--- src/hw/rtl/mvd_pkg.sv ---
package mvd_pkg;

  // Binarization constants (UEG3, signed, prefix cutoff 9)
  localparam logic [3:0]  PrefixCutoff  = 4'd9;
  localparam logic [4:0]  EgOrder       = 5'd3;
  localparam logic [4:0]  MaxEscapeOnes = 5'd12;
  localparam logic [16:0] MagLimit      = 17'd32767;

  // Thresholds on the neighbor magnitude sum for the first bin
  localparam logic [18:0] CtxSumLow  = 19'd3;
  localparam logic [18:0] CtxSumHigh = 19'd32;

  // Context offsets of the later prefix bins
  localparam logic [3:0] CtxSatOnes   = 4'd4;
  localparam logic [2:0] CtxOffsetSat = 3'd6;
  localparam logic [2:0] CtxBinBase   = 3'd2;

  // Configuration register index
  localparam logic RegMbaffEnable = 1'b0;

  typedef enum logic [2:0] {
    PH_IDLE   = 3'd0,
    PH_PREFIX = 3'd1,
    PH_EUNARY = 3'd2,
    PH_EBITS  = 3'd3,
    PH_SIGN   = 3'd4
  } phase_e;

  typedef enum logic [1:0] {
    ST_REQ      = 2'd0,
    ST_DONE     = 2'd1,
    ST_BIN_IDLE = 2'd2,
    ST_OVERFLOW = 2'd3
  } status_e;

  typedef enum logic {
    FN_START = 1'b0,
    FN_BIN   = 1'b1
  } func_e;

  typedef struct packed {
    logic               func;
    logic               bin;
    logic               component;
    logic               cur_field;
    logic               a_avail;
    logic               a_field;
    logic signed [15:0] a_mvd;
    logic               b_avail;
    logic               b_field;
    logic signed [15:0] b_mvd;
  } mvd_in_t;

  typedef struct packed {
    status_e            status;
    logic               bypass;
    logic [2:0]         ctx_offset;
    logic               component_out;
    logic signed [15:0] mvd_value;
  } mvd_out_t;

endpackage

--- src/hw/rtl/mvd_cabac_debinarizer.sv ---
// CABAC mvd debinarizer (UEG3, cutoff 9, bypass sign).
// The result beat of an item appears in the cycle after the item is accepted.
// Throughput: 1 item per cycle unless the output stalls; bin state loops back.
// The single output register accepts a new item while its beat is taken.
// Reset (rst_ni low, async): idle phase, all counters zero, mbaff_enable 0, no output.
module mvd_cabac_debinarizer (
  input  logic             clk_i,
  input  logic             rst_ni,
  input  logic             in_valid_i,
  output logic             in_stall_o,
  input  mvd_pkg::mvd_in_t in_data_i,
  output logic             out_valid_o,
  input  logic             out_stall_i,
  output mvd_pkg::mvd_out_t out_data_o,
  input  logic             psel,
  input  logic             penable,
  input  logic             pwrite,
  input  logic [2:0]       paddr,
  input  logic [31:0]      pwdata,
  output logic [31:0]      prdata,
  output logic             pready
);
  import mvd_pkg::*;

  phase_e      phase_q, phase_d;
  logic [3:0]  ones_q, ones_d;
  logic [4:0]  order_q, order_d;
  logic [4:0]  suffix_q, suffix_d;
  logic [16:0] mag_q, mag_d;
  logic        comp_q, comp_d;
  logic        mbaff_q;

  logic        out_valid_q;
  mvd_out_t    out_data_q;
  mvd_out_t    res;

  logic        in_fire;
  logic [1:0]  ctx_inc;
  logic [3:0]  ones_inc;
  logic [4:0]  order_inc;
  logic [17:0] eu_sum;
  logic        eu_fail;
  logic [4:0]  eb_pos;
  logic [17:0] eb_sum;
  logic        eb_fail;
  logic [16:0] mag_neg;

  // Config port
  assign pready = 1'b1;
  always_comb begin
    prdata = '0;
    if (paddr[2] == RegMbaffEnable) begin
      prdata = {31'd0, mbaff_q};
    end
  end

  always_ff @(posedge clk_i or negedge rst_ni) begin
    if (!rst_ni) begin
      mbaff_q <= 1'b0;
    end else if (psel && penable && pwrite && (paddr[2] == RegMbaffEnable)) begin
      mbaff_q <= pwdata[0];
    end
  end

  // Handshake: stall only while a result beat is held back
  assign in_stall_o = out_valid_q & out_stall_i;
  assign in_fire    = in_valid_i & ~in_stall_o;

  mvd_ctxinc u_ctxinc (
    .mbaff_i   (mbaff_q),
    .item_i    (in_data_i),
    .ctx_inc_o (ctx_inc)
  );

  // Shared datapath terms
  assign ones_inc  = ones_q + 4'd1;
  assign order_inc = order_q + 5'd1;
  assign eu_sum    = {1'b0, mag_q} + (18'd1 << order_q);
  assign eu_fail   = ((order_inc - EgOrder) > MaxEscapeOnes) || (eu_sum > {1'b0, MagLimit});
  assign eb_pos    = (suffix_q != 5'd0) ? (suffix_q - 5'd1) : 5'd0;
  assign eb_sum    = {1'b0, mag_q} + ({17'd0, in_data_i.bin} << eb_pos);
  assign eb_fail   = eb_sum > {1'b0, MagLimit};
  assign mag_neg   = 17'd0 - mag_q;

  // Next state
  always_comb begin
    phase_d  = phase_q;
    ones_d   = ones_q;
    order_d  = order_q;
    suffix_d = suffix_q;
    mag_d    = mag_q;
    comp_d   = comp_q;
    if (in_data_i.func == FN_START) begin
      phase_d  = PH_PREFIX;
      ones_d   = '0;
      order_d  = '0;
      suffix_d = '0;
      mag_d    = '0;
      comp_d   = in_data_i.component;
    end else begin
      case (phase_q)
        PH_PREFIX: begin
          if (!in_data_i.bin) begin
            if (ones_q == 4'd0) begin
              phase_d = PH_IDLE;
            end else begin
              mag_d   = {13'd0, ones_q};
              phase_d = PH_SIGN;
            end
          end else begin
            ones_d = ones_inc;
            if (ones_inc >= PrefixCutoff) begin
              mag_d   = {13'd0, PrefixCutoff};
              order_d = EgOrder;
              phase_d = PH_EUNARY;
            end
          end
        end
        PH_EUNARY: begin
          if (in_data_i.bin) begin
            mag_d   = eu_sum[16:0];
            order_d = order_inc;
            if (eu_fail) begin
              phase_d = PH_IDLE;
            end
          end else begin
            suffix_d = order_q;
            phase_d  = PH_EBITS;
          end
        end
        PH_EBITS: begin
          suffix_d = eb_pos;
          mag_d    = eb_sum[16:0];
          if (eb_fail) begin
            phase_d = PH_IDLE;
          end else if (eb_pos == 5'd0) begin
            phase_d = PH_SIGN;
          end
        end
        PH_SIGN: begin
          phase_d = PH_IDLE;
        end
        default: begin
          phase_d = PH_IDLE;
        end
      endcase
    end
  end

  // Result beat
  always_comb begin
    res               = '0;
    res.status        = ST_REQ;
    res.component_out = comp_q;
    if (in_data_i.func == FN_START) begin
      res.ctx_offset    = {1'b0, ctx_inc};
      res.component_out = in_data_i.component;
    end else begin
      case (phase_q)
        PH_PREFIX: begin
          if (!in_data_i.bin) begin
            if (ones_q == 4'd0) begin
              res.status = ST_DONE;
            end else begin
              res.bypass = 1'b1;
            end
          end else if (ones_inc >= PrefixCutoff) begin
            res.bypass = 1'b1;
          end else if (ones_inc >= CtxSatOnes) begin
            res.ctx_offset = CtxOffsetSat;
          end else begin
            res.ctx_offset = ones_inc[2:0] + CtxBinBase;
          end
        end
        PH_EUNARY: begin
          if (in_data_i.bin && eu_fail) begin
            res.status = ST_OVERFLOW;
          end else begin
            res.bypass = 1'b1;
          end
        end
        PH_EBITS: begin
          if (eb_fail) begin
            res.status = ST_OVERFLOW;
          end else begin
            res.bypass = 1'b1;
          end
        end
        PH_SIGN: begin
          res.status    = ST_DONE;
          res.mvd_value = in_data_i.bin ? mag_neg[15:0] : mag_q[15:0];
        end
        default: begin
          res.status        = ST_BIN_IDLE;
          res.component_out = 1'b0;
        end
      endcase
    end
  end

  // State registers
  always_ff @(posedge clk_i or negedge rst_ni) begin
    if (!rst_ni) begin
      phase_q  <= PH_IDLE;
      ones_q   <= '0;
      order_q  <= '0;
      suffix_q <= '0;
      mag_q    <= '0;
      comp_q   <= 1'b0;
    end else if (in_fire) begin
      phase_q  <= phase_d;
      ones_q   <= ones_d;
      order_q  <= order_d;
      suffix_q <= suffix_d;
      mag_q    <= mag_d;
      comp_q   <= comp_d;
    end
  end

  // Output register
  always_ff @(posedge clk_i or negedge rst_ni) begin
    if (!rst_ni) begin
      out_valid_q <= 1'b0;
    end else if (in_fire) begin
      out_valid_q <= 1'b1;
    end else if (!out_stall_i) begin
      out_valid_q <= 1'b0;
    end
  end

  always_ff @(posedge clk_i) begin
    if (in_fire) begin
      out_data_q <= res;
    end
  end

  assign out_valid_o = out_valid_q;
  assign out_data_o  = out_data_q;

  // Checks
  a_start_gives_ctx_req: assert property (@(posedge clk_i) disable iff (!rst_ni)
    in_fire && in_data_i.func == FN_START |=>
      out_valid_o && out_data_o.status == ST_REQ && !out_data_o.bypass)
    else $error("start beat did not yield a context request");

  a_idle_bin: assert property (@(posedge clk_i) disable iff (!rst_ni)
    in_fire && in_data_i.func == FN_BIN && phase_q == PH_IDLE |=>
      out_data_o.status == ST_BIN_IDLE && phase_q == PH_IDLE)
    else $error("bin while idle mishandled");

  a_bypass_no_ctx: assert property (@(posedge clk_i) disable iff (!rst_ni)
    out_valid_o && out_data_o.bypass |->
      out_data_o.ctx_offset == 3'd0 && out_data_o.status == ST_REQ)
    else $error("bypass request carries a context offset");

  a_ctx_range: assert property (@(posedge clk_i) disable iff (!rst_ni)
    out_valid_o |-> out_data_o.ctx_offset <= CtxOffsetSat)
    else $error("context offset out of range");

  a_mag_limit: assert property (@(posedge clk_i) disable iff (!rst_ni)
    phase_q == PH_EUNARY || phase_q == PH_EBITS || phase_q == PH_SIGN |->
      mag_q <= MagLimit)
    else $error("magnitude above limit while active");

endmodule

--- src/hw/rtl/mvd_ctxinc.sv ---
module mvd_ctxinc (
  input  logic            mbaff_i,
  input  mvd_pkg::mvd_in_t item_i,
  output logic [1:0]      ctx_inc_o
);
  import mvd_pkg::*;

  logic [16:0] abs_a;
  logic [16:0] abs_b;
  logic [17:0] scl_a;
  logic [17:0] scl_b;
  logic [18:0] sum;
  logic        scale_en;

  // Magnitudes of the neighbor mvds, zero when unavailable
  always_comb begin
    abs_a = item_i.a_mvd[15] ? (17'd0 - {item_i.a_mvd[15], item_i.a_mvd})
                             : {1'b0, item_i.a_mvd};
    abs_b = item_i.b_mvd[15] ? (17'd0 - {item_i.b_mvd[15], item_i.b_mvd})
                             : {1'b0, item_i.b_mvd};
    if (!item_i.a_avail) begin
      abs_a = '0;
    end
    if (!item_i.b_avail) begin
      abs_b = '0;
    end
  end

  // MBAFF vertical scaling: field neighbor of frame MB doubles, frame of field halves
  assign scale_en = mbaff_i & item_i.component;

  always_comb begin
    scl_a = {1'b0, abs_a};
    scl_b = {1'b0, abs_b};
    if (scale_en) begin
      if (!item_i.cur_field && item_i.a_field) begin
        scl_a = {abs_a, 1'b0};
      end else if (item_i.cur_field && !item_i.a_field) begin
        scl_a = {2'b00, abs_a[16:1]};
      end
      if (!item_i.cur_field && item_i.b_field) begin
        scl_b = {abs_b, 1'b0};
      end else if (item_i.cur_field && !item_i.b_field) begin
        scl_b = {2'b00, abs_b[16:1]};
      end
    end
  end

  assign sum = {1'b0, scl_a} + {1'b0, scl_b};

  // Increment 0, 1 or 2 from the sum
  always_comb begin
    if (sum < CtxSumLow) begin
      ctx_inc_o = 2'd0;
    end else if (sum <= CtxSumHigh) begin
      ctx_inc_o = 2'd1;
    end else begin
      ctx_inc_o = 2'd2;
    end
  end

endmodule
--- config.mk ---
export PLATFORM = sky130hd
export DESIGN_NAME = mvd_cabac_debinarizer
export DESIGN_NICKNAME = d
export VERILOG_FILES = /design/src/hw/rtl/mvd_pkg.sv /design/src/hw/rtl/mvd_cabac_debinarizer.sv /design/src/hw/rtl/mvd_ctxinc.sv
export SDC_FILE = /design/constraint.sdc
export NUM_CORES = 1
export LEC_CHECK = 0
export ABC_AREA = 1
export BUFFER_PORTS_ARGS = -buffer_cell sky130_fd_sc_hd__buf_2
export CAP_MARGIN = 20
export CORE_MARGIN = 2
export CORE_UTILIZATION = 45
export CTS_CLUSTER_SIZE = 14
export DETAILED_ROUTE_END_ITERATION = 6
export PLACE_DENSITY = 0.72
export SLEW_MARGIN = 25
export SYNTH_ARGS = -nofsm -noshare
export SYNTH_HDL_FRONTEND = slang
export SYNTH_SLANG_ARGS = --single-unit
--- constraint.sdc ---
create_clock -name clk_i -period 7.6 [get_ports clk_i]
set_clock_uncertainty 0.05 [all_clocks]
set_input_delay 0.76 -clock clk_i [delete_from_list [all_inputs] [get_ports clk_i]]
set_output_delay 0.76 -clock clk_i [all_outputs]
set_load 0.005 [all_outputs]
==> results.tsv <==
metric	value	unit
Setup Viol. Count Final	0	
worst path cell trace	buf_2, nand2_1, inv_1, nand2_1, inv_1, nor2_2, inv_1, o21ai_0, a21oi_1, ha_1, nand2_1, inv_1, a21oi_1, nor2_1, nor2_1, nand3_1, a21oi_1, nand3_1, nor2_1, nand2_1, nand2_1, nand2_1	
ranking of synthesized cells by area	nand2_1, dfrtp_1, ha_1	
dpl hpwl	18300	um
largest area contributor in the netlist	nand2_1	
crit end category	flop	
wire length on met3	1310	um
die outline area	19900	um^2
final-report hold violation count	0	
DRT Pass-1 Iters	7	
Primary FF master, synth	dfrtp_1	
Via density	5.32	
max incr delay on CP	0.39	ns
Antenna Nets Post-Route	0	
Total Routing Usage GR	23.8	%
Chip Width	141	um
RSZ-0062 raised after global routing	false	
clock root cell	clkbuf_16	
final max-slew violation count	0	
critical path's slowest cell	ha_1	
area post-placement	8890	um^2
fraction of layout cells with a size suffix above 1	10.2	%
min cycle time layout	4.18	ns
clk_lat worst skew	0.35	ns
clock slew at reported path FFs	0.06	ns
period utilization	54.9	%
DRC violations left	2	
Fin Setup TNS	0	ns
Via Count	9039	
Max Cap Viol	0	
critical path class	input port to flop	
Max H-tree Level	3	
cts hold-fix bufs	0	
outcome	finished, violations left	
simple logic cell fraction of the synthesized area	38.0	%
initial antenna violation count	0	
synthesized area	8450	um^2
Slew HR	45.8	%
routed length per placed instance	13.7	um
#FFs+latches synth	60	
postcts setup bufs	0	
violated checks	design-rule violations	
Routed WL	23300	um
fraction of registers with async set/reset	61.7	%
worst slew pin tran	0.810	ns
WHS	0.358	ns
leakage	4.81	nW
Synth Warn #	0	
area delta synth->final	8.32	%
first-pass GRT wire length	39000	um
compound-cell area share of the yosys netlist	18.1	%
TritonCTS buffer count	9	
WP data arrival	4.22	ns
final net count	1612	
crit-path max FO	11	
IO Pins	140	
syn avg cell area	6.06	um^2
Synth cell types	55	
vias in the first global route	8238	
Synth Area in Adders	10.5	%
DR WL met2	10700	um
Row Count	50	
Initial Util	45.5	%
core area	18600	um^2
CTS tree	yes	
most used cell, CP	nand2_1	
Post-synth top cells	nand2_1, nor2_1, inv_1	
number of enable flip-flop cells after synthesis	23	
gr ovfl total	0	
Fmax	239	MHz
antenna cells	0	
VDD IR max	0.0897	mV
routability cong.	0.932	
Die Span Y	141	um
largest family of logic cells by synthesized area	simple AND/OR/NAND/NOR gates	
largest net degree at the start of global routing	38	
IO Port Bufs	74	
cells after synthesis	1395	
PwrDens	155	nW/um^2
M1 wire length	10800	um
Critical Path Source Type	input port	
post-CTS resize count	0	
min-delay worst type	input port to async pin	
post-synthesis mux area share	0.133	%
Synth top area share	17.2	%
DR iter-0 viols	696	
XOR/XNOR Fraction of Synth Area	1.78	%
WP data required	7.64	ns
post-route cell area	9160	um^2
R2R Setup Slk	3.59	ns
clock sinks	60	
register area share after synthesis	19.1	%
highest routed layer	met4	
top-count cell post-synth	nand2_1	
maximum clock path buffer count	2	
cell type report:
class                           count  area, um^2
Fill cell                        1976        9420
Multi-Input combinational cell   1131        5910
Sequential cell                    60        1620
Inverter                          184         696
Timing Repair Buffer               75         380
Tap cell                          234         293
Clock buffer                       10         229
Clock inverter                      6        31.3
per-layer routing:
layer | vias up | global-route usage (%)
met1 | 4031 | 31.7
met2 | 270 | 39.2
met3 | 48 | 4.08
li1 | 4690 | -
met5 | - | 0
met4 | 0 | 7.37
critical path: cells and delay by family:
family,cells,cell delay (ns)
simple gates,12,1.61
compound gates,4,0.75
buf+inv,5,0.71
fa+ha+maj,1,0.39
sequential cells by signal, indices dropped and copies added, names as in the netlist:
name	count
out_data_o	23
mag_q	17
order_q	5
suffix_q	5
ones_q	4
phase_q	3
comp_q	1
mbaff_q	1
out_valid_o	1
report_power, final:
| part | switching (mW) | total (mW) | internal, mW |
|---|---|---|---|
| registers | 0.0254 | 0.390 | 0.365 |
| clock network | 0.156 | 0.373 | 0.217 |
| logic | 0.440 | 0.657 | 0.216 |
| total | 0.622 | 1.42 | 0.798 |
cells by family after synthesis:
kind of cell,count (synthesis)
other,2
buffers and inverters,236
AO/OA/AOI/OAI,263
XOR/XNOR,15
flip-flops,60
multiplexers,1
AND/OR/NAND/NOR,749
adder cells (fa/ha/maj),69
cells in the final DEF, fill, tap and decap left out, types with 3 or more instances in the layout:
master and n:
a21o_1 3, a21oi_1 101, a22oi_1 3, a31oi_1 5, buf_2 73, clkbuf_16 9
clkinv_1 4, clkinv_2 4, conb_1 34, dfrtp_1 37, edfxtp_1 23, fa_1 3
ha_1 66, inv_1 169, inv_2 10, nand2_1 388, nand2_2 7, nand3_1 102
nand3_2 3, nand3b_1 10, nand4_1 14, nor2_1 171, nor2_2 7, nor2_4 5
nor3_1 21, nor4_1 4, o211ai_1 10, o21a_1 4, o21ai_0 85, o21ai_2 6
o21bai_1 8, o221ai_1 4, o22ai_1 19, o31ai_1 3, or2_2 10, xnor2_1 6
xor2_1 8
worst paths after layout:
| kind | endpoint | cells after the start | startpoint |
|---|---|---|---|
| min | mag_q[14] | 1 | rst_ni |
| min in group clk_i | out_valid_o | 2 | out_valid_o |
| max | out_data_o[18] | 22 | in_data_i[37] |
| min reg2reg | out_valid_o | 2 | out_valid_o |
| max in group asynchronous | out_valid_o | 1 | rst_ni |
| max reg2reg | out_data_o[18] | 21 | mbaff_q |
metrics by stage:
step                setup WS [ns]  power (mW)  std cells  utilization [%]
finish                       3.42        1.42       1700             49.3
CTS                          3.50        1.41       1700             49.3
global route                 2.79        1.53       1700             49.3
floorplan                    3.90       0.886       1427                -
detailed placement           3.18        1.04       1684             47.9
global placement             3.16        1.03       1684             47.9
Note: power is estimated with default switching activity, not from simulation.
